**src/rtl/hrlp_pkg.sv**
```systemverilog
// shared types, constants and character helpers for the request line parser
`timescale 1ns / 1ps
`default_nettype none

package hrlp_pkg;

    localparam logic [2:0] STATUS_OK          = 3'd0;
    localparam logic [2:0] STATUS_NO_SPACE    = 3'd1;
    localparam logic [2:0] STATUS_NO_URI      = 3'd2;
    localparam logic [2:0] STATUS_BAD_METHOD  = 3'd3;
    localparam logic [2:0] STATUS_BAD_VERSION = 3'd4;
    localparam logic [2:0] STATUS_TOO_LONG    = 3'd5;

    localparam logic [3:0] NO_METHOD = 4'd8;
    localparam int unsigned METHOD_COUNT = 8;

    localparam logic [15:0] VERSION_MAX = 16'hFFFF;

    localparam logic [7:0] CHAR_NUL   = 8'h00;
    localparam logic [7:0] CHAR_SPACE = 8'h20;
    localparam logic [7:0] CHAR_SLASH = 8'h2F;
    localparam logic [7:0] CHAR_DOT   = 8'h2E;

    // names sit right-justified, first character in the highest used byte
    localparam logic [55:0] METHOD_NAME [METHOD_COUNT] = '{
        "GET", "POST", "HEAD", "OPTIONS", "PUT", "DELETE", "TRACE", "CONNECT"
    };
    localparam logic [2:0] METHOD_LEN [METHOD_COUNT] = '{
        3'd3, 3'd4, 3'd4, 3'd7, 3'd3, 3'd6, 3'd5, 3'd7
    };
    localparam logic [39:0] VERSION_PREFIX = "HTTP/";
    localparam logic [2:0]  PREFIX_LEN     = 3'd5;

    typedef struct packed {
        logic [2:0]  status;
        logic [3:0]  method_code;
        logic [11:0] uri_start;
        logic [12:0] uri_length;
        logic [12:0] page_start;
        logic [15:0] major_version;
        logic [15:0] minor_version;
    } result_t;

    function automatic logic [7:0] to_upper(input logic [7:0] b);
        return (b >= 8'h61 && b <= 8'h7A) ? b - 8'h20 : b;
    endfunction

    function automatic logic is_space(input logic [7:0] b);
        return (b == CHAR_SPACE) || (b >= 8'h09 && b <= 8'h0D);
    endfunction

    function automatic logic is_digit(input logic [7:0] b);
        return b >= 8'h30 && b <= 8'h39;
    endfunction

    // character p of method i, valid only for p below the method length
    function automatic logic [7:0] method_char(input logic [2:0] i, input logic [2:0] p);
        logic [2:0] k;
        k = (METHOD_LEN[i] - 3'd1) - p;
        return METHOD_NAME[i][k*8 +: 8];
    endfunction

    function automatic logic [7:0] prefix_char(input logic [2:0] c);
        logic [2:0] k;
        k = (PREFIX_LEN - 3'd1) - c;
        return VERSION_PREFIX[k*8 +: 8];
    endfunction

    // acc * 10 + digit, saturating
    function automatic logic [15:0] add_digit(input logic [15:0] acc, input logic [7:0] b);
        logic [19:0] v;
        v = {1'b0, acc, 3'b000} + {3'b000, acc, 1'b0} + {16'd0, b[3:0]};
        return (v > {4'd0, VERSION_MAX}) ? VERSION_MAX : v[15:0];
    endfunction

endpackage

`default_nettype wire

```
**src/rtl/hrlp_in_stage.sv**
```systemverilog
// input register holding one byte of the request line
`timescale 1ns / 1ps
`default_nettype none

module hrlp_in_stage
(
    input  wire logic       clk,
    input  wire logic       rst_n,
    input  wire logic       in_valid,
    output logic            in_ready,
    input  wire logic [7:0] line_byte,
    input  wire logic       end_of_line,
    input  wire logic       advance,
    output logic            stage_valid,
    output logic [7:0]      stage_byte,
    output logic            stage_eol
);

    logic       valid_reg;
    logic [7:0] byte_reg;
    logic       eol_reg;

    assign in_ready    = !valid_reg || advance;
    assign stage_valid = valid_reg;
    assign stage_byte  = byte_reg;
    assign stage_eol   = eol_reg;

    always_ff @(posedge clk or negedge rst_n)
    begin
        if (!rst_n)
        begin
            valid_reg <= 1'b0;
        end
        else if (in_valid && in_ready)
        begin
            valid_reg <= 1'b1;
        end
        else if (advance)
        begin
            valid_reg <= 1'b0;
        end
    end

    always_ff @(posedge clk)
    begin
        if (in_valid && in_ready)
        begin
            byte_reg <= line_byte;
            eol_reg  <= end_of_line;
        end
    end

endmodule

`default_nettype wire

```
**src/rtl/hrlp_core.sv**
```systemverilog
// parse state machine: one byte per cycle while advance is high; result formed on the last byte
`timescale 1ns / 1ps
`default_nettype none

module hrlp_core
#(
    parameter int MAX_LINE = 4096
)
(
    input  wire logic       clk,
    input  wire logic       rst_n,
    input  wire logic       advance,
    input  wire logic [7:0] stage_byte,
    input  wire logic       stage_eol,
    output logic            result_valid,
    output hrlp_pkg::result_t result
);

    localparam int POS_W = $clog2(MAX_LINE + 1);
    localparam int TOT_W = $clog2(MAX_LINE + 2);
    localparam logic [TOT_W-1:0] MAX_T = TOT_W'(MAX_LINE);

    localparam logic [2:0] PH_METHOD = 3'd0;
    localparam logic [2:0] PH_URI    = 3'd1;
    localparam logic [2:0] PH_PREFIX = 3'd2;
    localparam logic [2:0] PH_MAJOR  = 3'd3;
    localparam logic [2:0] PH_MINOR  = 3'd4;
    localparam logic [2:0] PH_TRAIL  = 3'd5;
    localparam logic [2:0] PH_NOVER  = 3'd6;
    localparam logic [2:0] PH_BAD    = 3'd7;

    logic [2:0]       phase_reg,     phase_next;
    logic [POS_W-1:0] pos_reg,       pos_next;
    logic [7:0]       cand_reg,      cand_next;
    logic [POS_W-1:0] uri_begin_reg, uri_begin_next;
    logic [POS_W-1:0] slash_reg,     slash_next;
    logic [15:0]      major_reg,     major_next;
    logic [15:0]      minor_reg,     minor_next;
    logic             digits_reg,    digits_next;
    logic [TOT_W-1:0] total_reg,     total_next;
    logic [2:0]       prefix_reg,    prefix_next;
    logic [POS_W-1:0] uri_end_reg,   uri_end_next;
    logic             closed_reg,    closed_next;
    logic             stopped_reg,   stopped_next;

    logic             take;
    logic [7:0]       ub;
    logic             sp;
    logic             dg;
    logic [2:0]       err;
    logic [2:0]       status;
    logic [3:0]       method;
    logic [POS_W-1:0] uri_stop;

    assign ub = hrlp_pkg::to_upper(stage_byte);
    assign sp = hrlp_pkg::is_space(stage_byte);
    assign dg = hrlp_pkg::is_digit(stage_byte);

    always_comb
    begin
        phase_next     = phase_reg;
        pos_next       = pos_reg;
        cand_next      = cand_reg;
        uri_begin_next = uri_begin_reg;
        slash_next     = slash_reg;
        major_next     = major_reg;
        minor_next     = minor_reg;
        digits_next    = digits_reg;
        prefix_next    = prefix_reg;
        uri_end_next   = uri_end_reg;
        closed_next    = closed_reg;

        total_next   = (total_reg <= MAX_T) ? total_reg + 1'b1 : total_reg;
        stopped_next = stopped_reg || (stage_byte == hrlp_pkg::CHAR_NUL);
        // a nul byte, the bytes after it and bytes past the length limit are only counted
        take = !stopped_next && (total_next <= MAX_T);

        if (take)
        begin
            pos_next = pos_reg + 1'b1;
            unique case (phase_reg) inside
                PH_METHOD:
                begin
                    if (stage_byte == hrlp_pkg::CHAR_SPACE)
                    begin
                        for (int i = 0; i < hrlp_pkg::METHOD_COUNT; i++)
                        begin
                            cand_next[i] = cand_reg[i] &&
                                (pos_reg == POS_W'(hrlp_pkg::METHOD_LEN[i]));
                        end
                        uri_begin_next = pos_reg + 1'b1;
                        slash_next     = pos_reg + 1'b1;
                        phase_next     = PH_URI;
                    end
                    else
                    begin
                        for (int i = 0; i < hrlp_pkg::METHOD_COUNT; i++)
                        begin
                            cand_next[i] = cand_reg[i] &&
                                (pos_reg < POS_W'(hrlp_pkg::METHOD_LEN[i])) &&
                                (ub == hrlp_pkg::method_char(3'(i), pos_reg[2:0]));
                        end
                    end
                end
                PH_URI:
                begin
                    if (stage_byte == hrlp_pkg::CHAR_SPACE)
                    begin
                        uri_end_next = pos_reg;
                        closed_next  = 1'b1;
                        prefix_next  = 3'd0;
                        phase_next   = PH_PREFIX;
                    end
                    else if (stage_byte == hrlp_pkg::CHAR_SLASH)
                    begin
                        slash_next = pos_reg + 1'b1;
                    end
                end
                PH_PREFIX:
                begin
                    if (prefix_reg < hrlp_pkg::PREFIX_LEN &&
                        ub == hrlp_pkg::prefix_char(prefix_reg))
                    begin
                        prefix_next = prefix_reg + 1'b1;
                        if (prefix_reg == hrlp_pkg::PREFIX_LEN - 3'd1)
                        begin
                            major_next  = 16'd0;
                            minor_next  = 16'd0;
                            digits_next = 1'b0;
                            phase_next  = PH_MAJOR;
                        end
                    end
                    else if (prefix_reg == 3'd0 && sp)
                    begin
                        phase_next = PH_NOVER;
                    end
                    else
                    begin
                        phase_next = PH_BAD;
                    end
                end
                PH_MAJOR:
                begin
                    if (dg)
                    begin
                        major_next  = hrlp_pkg::add_digit(major_reg, stage_byte);
                        digits_next = 1'b1;
                    end
                    else if (stage_byte == hrlp_pkg::CHAR_DOT && digits_reg)
                    begin
                        digits_next = 1'b0;
                        phase_next  = PH_MINOR;
                    end
                    else
                    begin
                        phase_next = PH_BAD;
                    end
                end
                PH_MINOR:
                begin
                    if (dg)
                    begin
                        minor_next  = hrlp_pkg::add_digit(minor_reg, stage_byte);
                        digits_next = 1'b1;
                    end
                    else if (digits_reg && sp)
                    begin
                        phase_next = PH_TRAIL;
                    end
                    else
                    begin
                        phase_next = PH_BAD;
                    end
                end
                PH_TRAIL, PH_NOVER:
                begin
                    if (!sp)
                    begin
                        phase_next = PH_BAD;
                    end
                end
                default:
                begin
                    phase_next = phase_reg;
                end
            endcase
        end
    end

    // result, taken from the state after this byte
    always_comb
    begin
        case (phase_next) inside
            PH_PREFIX: err = (prefix_next == 3'd0) ? hrlp_pkg::STATUS_OK
                                                   : hrlp_pkg::STATUS_BAD_VERSION;
            PH_MAJOR,
            PH_BAD:    err = hrlp_pkg::STATUS_BAD_VERSION;
            PH_MINOR:  err = digits_next ? hrlp_pkg::STATUS_OK
                                         : hrlp_pkg::STATUS_BAD_VERSION;
            default:   err = hrlp_pkg::STATUS_OK;
        endcase

        if (total_next > MAX_T)
            status = hrlp_pkg::STATUS_TOO_LONG;
        else if (phase_next == PH_METHOD)
            status = hrlp_pkg::STATUS_NO_SPACE;
        else if (pos_next <= uri_begin_next)
            status = hrlp_pkg::STATUS_NO_URI;
        else if (cand_next == 8'd0)
            status = hrlp_pkg::STATUS_BAD_METHOD;
        else
            status = err;

        method = hrlp_pkg::NO_METHOD;
        for (int i = hrlp_pkg::METHOD_COUNT - 1; i >= 0; i--)
        begin
            if (cand_next[i])
                method = 4'(i);
        end

        uri_stop = closed_next ? uri_end_next : pos_next;

        result = '0;
        result.status        = status;
        result.method_code   = hrlp_pkg::NO_METHOD;
        result.major_version = 16'd1;
        result.minor_version = 16'd0;
        if (status == hrlp_pkg::STATUS_OK || status == hrlp_pkg::STATUS_BAD_VERSION)
        begin
            result.method_code = method;
            result.uri_start   = 12'(uri_begin_next);
            result.uri_length  = 13'(uri_stop - uri_begin_next);
            result.page_start  = 13'(slash_next);
            if (status == hrlp_pkg::STATUS_OK &&
                (phase_next == PH_MINOR || phase_next == PH_TRAIL))
            begin
                result.major_version = major_next;
                result.minor_version = minor_next;
            end
        end
    end

    assign result_valid = advance && stage_eol;

    always_ff @(posedge clk or negedge rst_n)
    begin
        if (!rst_n)
        begin
            phase_reg     <= PH_METHOD;
            pos_reg       <= '0;
            cand_reg      <= 8'hFF;
            uri_begin_reg <= '0;
            slash_reg     <= '0;
            major_reg     <= 16'd1;
            minor_reg     <= 16'd0;
            digits_reg    <= 1'b0;
            total_reg     <= '0;
            prefix_reg    <= 3'd0;
            uri_end_reg   <= '0;
            closed_reg    <= 1'b0;
            stopped_reg   <= 1'b0;
        end
        else if (advance)
        begin
            if (stage_eol)
            begin
                // line done, start over for the next one
                phase_reg     <= PH_METHOD;
                pos_reg       <= '0;
                cand_reg      <= 8'hFF;
                uri_begin_reg <= '0;
                slash_reg     <= '0;
                major_reg     <= 16'd1;
                minor_reg     <= 16'd0;
                digits_reg    <= 1'b0;
                total_reg     <= '0;
                prefix_reg    <= 3'd0;
                uri_end_reg   <= '0;
                closed_reg    <= 1'b0;
                stopped_reg   <= 1'b0;
            end
            else
            begin
                phase_reg     <= phase_next;
                pos_reg       <= pos_next;
                cand_reg      <= cand_next;
                uri_begin_reg <= uri_begin_next;
                slash_reg     <= slash_next;
                major_reg     <= major_next;
                minor_reg     <= minor_next;
                digits_reg    <= digits_next;
                total_reg     <= total_next;
                prefix_reg    <= prefix_next;
                uri_end_reg   <= uri_end_next;
                closed_reg    <= closed_next;
                stopped_reg   <= stopped_next;
            end
        end
    end

endmodule

`default_nettype wire

```
**src/rtl/http_request_line_parser.sv**
```systemverilog
// http request line parser: byte stream in, one parse result per line out
//
// input channel: one byte of the request line per transfer on in_valid /
// in_ready, end_of_line set on the final byte. a byte can be taken every
// cycle while in_ready is high.
// output channel: one result per line on out_valid / out_ready with status,
// method, uri offset and length, page offset and the http version.
// output path: the final byte passes the input register, then the parse
// logic into the result register, and out_valid rises with it.
// throughput: one byte per cycle while no final byte waits on a result.
// stalls: while a result waits, non-final bytes of the next line keep
// flowing; the final byte of that line is held in the input register until
// the waiting result is taken, and in_ready is low only while it is held.
// reset: clears the valid flags of both registers and puts the parser at
// the start of a line; parse state also returns there after every result.
`timescale 1ns / 1ps
`default_nettype none

module http_request_line_parser
#(
    parameter int MAX_LINE = 4096
)
(
    input  wire logic        clk,
    input  wire logic        rst_n,
    input  wire logic        in_valid,
    output logic             in_ready,
    input  wire logic [7:0]  line_byte,
    input  wire logic        end_of_line,
    output logic             out_valid,
    input  wire logic        out_ready,
    output logic [2:0]       status,
    output logic [3:0]       method_code,
    output logic [11:0]      uri_start,
    output logic [12:0]      uri_length,
    output logic [12:0]      page_start,
    output logic [15:0]      major_version,
    output logic [15:0]      minor_version
);

    logic              stage_valid;
    logic [7:0]        stage_byte;
    logic              stage_eol;
    logic              advance;
    logic              out_free;
    logic              result_valid;
    hrlp_pkg::result_t result;

    logic              out_valid_reg;
    hrlp_pkg::result_t result_reg;

    assign out_free = !out_valid_reg || out_ready;
    // only the final byte needs room in the result register
    assign advance  = stage_valid && (!stage_eol || out_free);

    hrlp_in_stage u_in_stage
    (
        .clk         (clk),
        .rst_n       (rst_n),
        .in_valid    (in_valid),
        .in_ready    (in_ready),
        .line_byte   (line_byte),
        .end_of_line (end_of_line),
        .advance     (advance),
        .stage_valid (stage_valid),
        .stage_byte  (stage_byte),
        .stage_eol   (stage_eol)
    );

    hrlp_core #(.MAX_LINE(MAX_LINE)) u_core
    (
        .clk          (clk),
        .rst_n        (rst_n),
        .advance      (advance),
        .stage_byte   (stage_byte),
        .stage_eol    (stage_eol),
        .result_valid (result_valid),
        .result       (result)
    );

    always_ff @(posedge clk or negedge rst_n)
    begin
        if (!rst_n)
        begin
            out_valid_reg <= 1'b0;
        end
        else if (result_valid)
        begin
            out_valid_reg <= 1'b1;
        end
        else if (out_ready)
        begin
            out_valid_reg <= 1'b0;
        end
    end

    always_ff @(posedge clk)
    begin
        if (result_valid)
        begin
            result_reg <= result;
        end
    end

    assign out_valid     = out_valid_reg;
    assign status        = result_reg.status;
    assign method_code   = result_reg.method_code;
    assign uri_start     = result_reg.uri_start;
    assign uri_length    = result_reg.uri_length;
    assign page_start    = result_reg.page_start;
    assign major_version = result_reg.major_version;
    assign minor_version = result_reg.minor_version;

    // input side only blocks behind a waiting result
    a_ready_low_needs_result: assert property (@(posedge clk) disable iff (!rst_n)
        !in_ready |-> out_valid_reg)
        else $error("in_ready low with no result pending");

    // a final byte never overwrites a result that has not been taken
    a_no_overwrite: assert property (@(posedge clk) disable iff (!rst_n)
        out_valid_reg && !out_ready |-> !result_valid)
        else $error("result register overwritten");

    a_error_clears_method: assert property (@(posedge clk) disable iff (!rst_n)
        out_valid_reg && status != hrlp_pkg::STATUS_OK &&
        status != hrlp_pkg::STATUS_BAD_VERSION |->
        method_code == hrlp_pkg::NO_METHOD && uri_length == 13'd0)
        else $error("error result carries method or uri");

    // an empty uri between two spaces is still an ok line
    a_ok_has_method: assert property (@(posedge clk) disable iff (!rst_n)
        out_valid_reg && status == hrlp_pkg::STATUS_OK |->
        method_code != hrlp_pkg::NO_METHOD)
        else $error("ok result without method");

    a_error_default_version: assert property (@(posedge clk) disable iff (!rst_n)
        out_valid_reg && status != hrlp_pkg::STATUS_OK |->
        major_version == 16'd1 && minor_version == 16'd0)
        else $error("error result with parsed version");

endmodule

`default_nettype wire

```
**config.mk**
```make
export PLATFORM = sky130hd
export DESIGN_NAME = http_request_line_parser
export DESIGN_NICKNAME = d
export VERILOG_FILES = /design/src/rtl/hrlp_pkg.sv /design/src/rtl/hrlp_in_stage.sv /design/src/rtl/hrlp_core.sv /design/src/rtl/http_request_line_parser.sv
export SDC_FILE = /design/constraint.sdc
export NUM_CORES = 1
export LEC_CHECK = 0
export ABC_AREA = 1
export BUFFER_PORTS_ARGS = -buffer_cell sky130_fd_sc_hd__buf_4
export CAP_MARGIN = 20
export CORE_ASPECT_RATIO = 1.1
export CORE_MARGIN = 8
export CORE_UTILIZATION = 35
export CTS_CLUSTER_SIZE = 20
export DETAILED_ROUTE_END_ITERATION = 10
export GPL_ROUTABILITY_DRIVEN = 0
export GPL_TIMING_DRIVEN = 0
export PLACE_DENSITY = 0.52
export SETUP_SLACK_MARGIN = 0.05
export SYNTH_ARGS = -nofsm -noshare
export SYNTH_HDL_FRONTEND = slang
export SYNTH_SLANG_ARGS = --single-unit
```
**constraint.sdc**
```tcl
create_clock -name clk -period 5.6 [get_ports clk]
set_input_delay 0.28 -clock clk [delete_from_list [all_inputs] [get_ports clk]]
set_output_delay 0.28 -clock clk [all_outputs]
set_load 0.02 [all_outputs]
```
======== Yosys cells after proc, flatten, opt, wreduce, memory -nomap -nowiden ========
Cells that the tools add are included.
word-level totals
  register bits after elaboration ......... 202
  input port bits ......................... 13
  output and inout bits ................... 79
cells by class
  $lt $le $gt $ge ......................... 18
  mux-type cells .......................... 90
  shifts and indexed selects .............. 9
  reductions and logical operators ........ 62
  bitwise gates (word level) .............. 1
  $add $sub $neg .......................... 15
  equality and inequality tests ........... 30
operators with widths
  cell                       number
  $shiftx A56 B7 Y8 const A  8
  $mux W13                   18
  $mux W16                   12
  $eq A8 B8 Y1               9
  $mux W3                    22
  $pmux W16 S2               2
  $eq A13 B3 Y1 const B      4
  $lt A13 B3 Y1 const B      4
  $add A19 B17 Y20           2
  $add A20 B4 Y20            2
  $gt A20 B16 Y1 const B     2
  $mux W8                    5
  $shiftx A40 B7 Y8 const A  1
  $logic_and A1 B1 Y1        36
  $mux W4                    8
  $add A13 B1 Y13 const B    2
  $le A13 B13 Y1 const B     2
  $pmux W13 S2               1
  $eq A3 B3 Y1 const B       8
  $eq A8 B6 Y1 const B       3
  $pmux W3 S6                1
  $mux W1                    17
  $logic_not A8 Y1           2
  $logic_not A3 Y1           5
  other kinds (29)           49

======== Depth between registers and ports, before layout ========
  depth in word-level cells ............... 20
  gate-level depth with buffers ........... 39
  depth with buffers taken out ............ 35

======== Modules after synthesis ========
From an unflattened synthesis, not the netlist that was laid out.
second synthesis, totals
  cell total of the unflattened synthesis .. 1,963
  area total of the unflattened synthesis .. 14,868.0 um^2
by module, submodules not included
  module                    area an instance (um^2)  instances  cells an instance  seq. area each (um^2)
  hrlp_core                 12,191.7                 1          1,865              2,864.0
  http_request_line_parser  2,361.0                  1          83                 2,337.2
  hrlp_in_stage             315.3                    1          15                 295.3

======== Least setup slack after synthesis ========
OpenSTA, ideal clock, no wires.
  kind .................................... reg-to-reg
  from .................................... register u_core.total_reg[0]
  to ...................................... register result_reg, in the netlist uri_length[12] (data pin)
  clock period less this slack ............ 4.700 ns
  arrival ................................. 4.443 ns
  path slack .............................. 0.900 ns
  library setup time ...................... 0.257 ns
  cell stages (with the launch flop) ...... 36
  path through ............................ dfrtp_1 -> inv_1 -> ha_1 -> nand3_1 -> nor2_2 -> nand2_4 -> nand2_2 -> buf_6 -> nand2_1 -> nand2_1 -> nor2_1 -> nand2_1 -> nor2_2 -> a21oi_1 -> nor2_4 -> buf_2 -> nand3_1 -> buf_2 -> buf_2 -> a32oi_1 -> inv_1 -> ha_1 -> fa_1 -> o31ai_1 -> a21oi_1 -> nor2_1 -> o21ai_0 -> nand2_1 -> nand2_1 -> nand2_1 -> a21oi_1 -> inv_1 -> or2_2 -> nand3_1 -> nand2_1 -> nor2_1
on the way
  elaborated cells on any way between the ends .. 37
  classes of those cells .................. add/sub (2); order compare (4); eq/ne (5); mux (19); reduce/logical (7)
RTL lines
  item                                               RTL line                         text
  from (decl)                                        hrlp_core.sv:40                  logic [TOT_W-1:0] total_reg, total_next;
  from (signal assigned)                             hrlp_core.sv:292                 total_reg <= total_next;
  $add A13 B1 Y13 or $le A13 B13 Y1 (tied branches)  hrlp_core.sv:73                  total_next = (total_reg <= MAX_T) ? total_reg + 1'b1 : total_reg;
  $mux W13 (*)                                       hrlp_core.sv:73
  $le A13 B13 Y1 (*)                                 hrlp_core.sv:76                  take = !stopped_next && (total_next <= MAX_T);
  $logic_and A1 B1 Y1 (*)                            hrlp_core.sv:76
  $mux W13 (*)                                       hrlp_core.sv:78                  if (take)
  via u_core.uri_begin_next[0]                       hrlp_core.sv:35                  logic [POS_W-1:0] uri_begin_reg, uri_begin_next;
  $le A13 B13 Y1                                     hrlp_core.sv:207                 else if (pos_next <= uri_begin_next)
  $mux W3                                            hrlp_core.sv:207
  $mux W3                                            hrlp_core.sv:205                 else if (phase_next == PH_METHOD)
  $mux W3                                            hrlp_core.sv:203                 if (total_next > MAX_T)
  $eq A3 B3 Y1 or $logic_not A3 Y1 (tied branches)   hrlp_core.sv:228                 if (status == hrlp_pkg::STATUS_OK || status == hrlp_pkg::STATUS_BAD_VERSION)
  $logic_or A1 B1 Y1                                 hrlp_core.sv:228
  to (signal assigned)                               http_request_line_parser.sv:101  result_reg <= result;
  to (decl)                                          http_request_line_parser.sv:50   hrlp_pkg::result_t result_reg;
The timed path passes the listed nets; every way through them passes the cells marked *.
A chain may end at the register's enable or synchronous reset.

======== Worst setup path in the final report ========
  from .................................... register u_core.total_reg[0]
  to ...................................... register result_reg, in the netlist method_code[2] (data pin)
on the way
  word-level cells in the longest chain between the ends .. 17
  elaborated cells on any way between the ends .. 39
  classes of those cells .................. add/sub (1); order compare (4); eq/ne (5); mux (20); bitwise (1); reduce/logical (8)
RTL lines
  item                                                                     RTL line
  $add A13 B1 Y13 or $le A13 B13 Y1 (tied branches)                        hrlp_core.sv:73
  $mux W13 (*)                                                             hrlp_core.sv:73
  parallel branches: the longest is 15 deep, another holds $le A13 B13 Y1  --
Mark *: on every way between the ends.

==> impl_metrics.env <==
export IMPL_status="complete, no violations"
export IMPL_crit_slowest_cell="a22oi_1"
export IMPL_drt_wirelength_per_cell_um=17.7
export IMPL_die_area_um2=48400
export IMPL_drive_gt1_frac=0.142
export IMPL_cp_common_cell="nand2_1"
export IMPL_ant_nets=0
export IMPL_setup_worst_path_start_class="flip-flop"
export IMPL_peakVddDrop_mv=0.182
export IMPL_wl_um=46700
export IMPL_slew_headroom=0.306
export IMPL_synth_avg_cell_area_um2=7.60
export IMPL_antenna_found_initial=0
export IMPL_tns_ns=0
export IMPL_clk_pin_slew_ns=0.06
export IMPL_worst_pin_slew_ns=1.04
export IMPL_core_area_um2=41200
export IMPL_grt_pass1_vias=13600
export IMPL_die_x_um=210
export IMPL_start_util=0.353
export IMPL_synth_edf_count=86
export IMPL_power_density_nw_per_um2=307
export IMPL_ios=92
export IMPL_num_antenna_cells=0
export IMPL_synth_fp_nets=2045
export IMPL_rsz0062_at_grt="no"
export IMPL_drc=0
export IMPL_avgViaCountPerCell=5.13
export IMPL_drt_iter0_drc=837
export IMPL_synth_area_um2=14600
export IMPL_synth_area_leaders="dfrtp_1 (18%), edfxtp_1 (18%), nand2_1 (11%)"
export IMPL_synth_cell_types=50
export IMPL_p_leak_nw=8.00
export IMPL_clockBufferDepth=3
export IMPL_nNetsFinal=2189
export IMPL_grt_max_degree=63
export IMPL_synth_flop_cell="dfrtp_1"
export IMPL_fmax_ghz=0.191
export IMPL_worst_hold_path_type="primary input to asynchronous set/reset pin"
export IMPL_grt_pass1_wl_um=74600
export IMPL_drv_slew=0
export IMPL_vias=13500
export IMPL_post_route_min_period_ns=5.22
export IMPL_synthCells=1916
export IMPL_synth_warnings=0
export IMPL_worstPathMaxFanout=10
export IMPL_synth_top_area_cell="dfrtp_1"
export IMPL_maxCapViolCount=0
export IMPL_fin_area_um2=17300
export IMPL_rows=78
export IMPL_worst_skew_pair_late_latency_ns=0.55
export IMPL_setup_slack_ns=0.376
export IMPL_setup_violations=0
export IMPL_yosysTopAreaCellShare=0.184
export IMPL_critPathKind="flip-flop to flip-flop"
export IMPL_chipHeight_um=230
export IMPL_critPathCaptureType="flip-flop"
export IMPL_crit_arrival_ns=5.49
export IMPL_cts_sinks=202
export IMPL_areaGrowthSynthToFinish_pct=18.6
export IMPL_cp_slowest_stage_delay_ns=0.49
export IMPL_finalHoldViolCount=0
export IMPL_globalRouteOverflowTotal=0
export IMPL_crit_family="simple AND/OR/NAND/NOR gates"
export IMPL_cts_root_buf="clkbuf_16"
export IMPL_yosysSeqAreaShare=0.378
export IMPL_dp_slack_ns=-1.04
export IMPL_htree_levels=1
export IMPL_cts_tree="done"
export IMPL_dp_hpwl_um=35300
export IMPL_crit_buf_inv=5
export IMPL_fin_crit_sh=0.933
export IMPL_postLayoutCoreUtil=0.419
export IMPL_synthArstFlopShare=0.574
export IMPL_crit_required_ns=5.87
export IMPL_grt_util_all_layers=0.191
export IMPL_cts_buffers=25
export IMPL_port_buffers=91
export IMPL_clock_skew_ns=0.0168
export IMPL_drt_pass1_iter_count=5
export IMPL_place_area_um2=16000
export IMPL_ys_seq_elements=202
-- logic make-up after synthesis --
| logic type | after synthesis | share of synthesized area |
|---|---|---|
| flip-flops | 202 | 0.378 |
| XOR/XNOR | 60 | 0.0361 |
| adder cells (fa/ha/maj) | 116 | 0.102 |
| AO/OA/AOI/OAI | 384 | 0.148 |
| AND/OR/NAND/NOR | 867 | 0.257 |
| buffers and inverters | 287 | 0.0789 |
-- metrics by stage --
| step | instances | total power [mW] | hold slack [ns] |
|---|---|---|---|
| global placement | 2567 | 3.56 | 0.460 |
| CTS | 2628 | 5.31 | 0.270 |
| global route | 2639 | 5.63 | 0.308 |
| floorplan | 1916 | 3.01 | -0.0156 |
| detailed placement | 2569 | 3.57 | 0.296 |
| finish | 2639 | 5.30 | 0.258 |
-- where the power goes --
part | switching [mW] | internal (mW) | total (mW)
combinational | 1.30 | 0.604 | 1.91
clock | 0.667 | 0.968 | 1.63
sequential | 0.0827 | 1.68 | 1.76
-- worst paths after layout --
path / startpoint / to / slack [ns] / cells past startpoint
worst max-delay path: u_core.total_reg[0]$_DFFE_PN0P_ / method_code[2]$_SDFFCE_PP0P_ / 0.38 / 29
worst min-delay path: rst_n / u_core.minor_reg[8]$_DFFE_PN0P_ / 0.26 / 2
worst max register to register: u_core.total_reg[0]$_DFFE_PN0P_ / method_code[2]$_SDFFCE_PP0P_ / 0.38 / 29
worst min register to register: u_core.uri_end_reg[1]$_DFFE_PN0P_ / u_core.uri_end_reg[1]$_DFFE_PN0P_ / 0.48 / 2
max in group asynchronous: rst_n / u_core.cand_reg[6]$_DFFE_PN1P_ / 4.56 / 3
min in group clk: line_byte[4] / u_in_stage.stage_byte[4]$_DFFE_PP_ / 0.44 / 2
-- synth_stat cells, types with 2 or more instances --
library cell  count
clkinv_1          3
nand3b_1          3
nor4_1           11
xnor2_1          15
o21bai_1          2
a31oi_1           6
o22ai_1          50
dfrtp_1         107
nor2_1          187
nand2_4           2
nand4_1          37
nand2_1         443
a21o_1            6
buf_2            24
edfxtp_1         86
clkbuf_1         35
o21ai_0         154
nor2_2           40
nand3_1          90
inv_2            17
a32oi_1           3
o211ai_1          7
nor3_1           29
nor3b_1           4
o31ai_1           5
buf_6             5
nor2_4            2
ha_1            111
xor2_1           45
fa_1              5
a221oi_1          3
a211oi_1          3
nand3_2           3
a21oi_1          84
dfstp_2           9
o21a_1            5
inv_1           202
o21ai_1          31
a22oi_1          17
nand2_2           8
or2_2             8
-- worst reg2reg max path: cells and delay by family, from the launching register on --
kind                       cells  cell delay (ns)
AOI/OAI and AO/OA              5             1.16
adders and majority gates      2             0.43
buffers and inverters          5             0.84
and+or+nand+nor               17             2.08
DFF                            1             0.43
-- layer usage --
metal / vias to the layer above / GRT usage / share of wire
li1: 6734 / - / -
met1: 6413 / 0.235 / 0.43
met2: 315 / 0.343 / 0.49
met3: 76 / 0.0219 / 0.045
met4: 0 / 0.0624 / 0.030
met5: - / 0 / 0
-- cell type report --
cell class	instances	area, um^2
clock buffers	32	662
well taps	560	701
repair buffers	117	952
flip-flops and latches	202	5500
multi-input cells	1427	8110
fillers	4289	23900
clock inverters	14	140
inverters	222	836
plain buffers	65	372
-- cells in the final DEF, fill, tap and decap left out, types with 18 or more instances in the layout --
cell,count
nand2_1,442
inv_1,200
nor2_1,185
o21ai_0,136
ha_1,109
buf_4,106
dfrtp_1,106
nand3_1,89
edfxtp_1,86
a21oi_1,78
o22ai_1,50
xor2_1,44
o21ai_1,40
nor2_2,38
nand4_1,37
clkbuf_1,37
nor3_1,28
clkbuf_16,25
inv_2,18
-- timing repair --
item                                    CTS  global route
hold endpoints to repair                 64             0
resized for setup                        32            55
hold buffers                             12             0
buffers inserted                          1            11
pin swaps                                 2             7
endpoints found under the setup margin   77            77
Note: power is estimated with default switching activity, not from simulation.
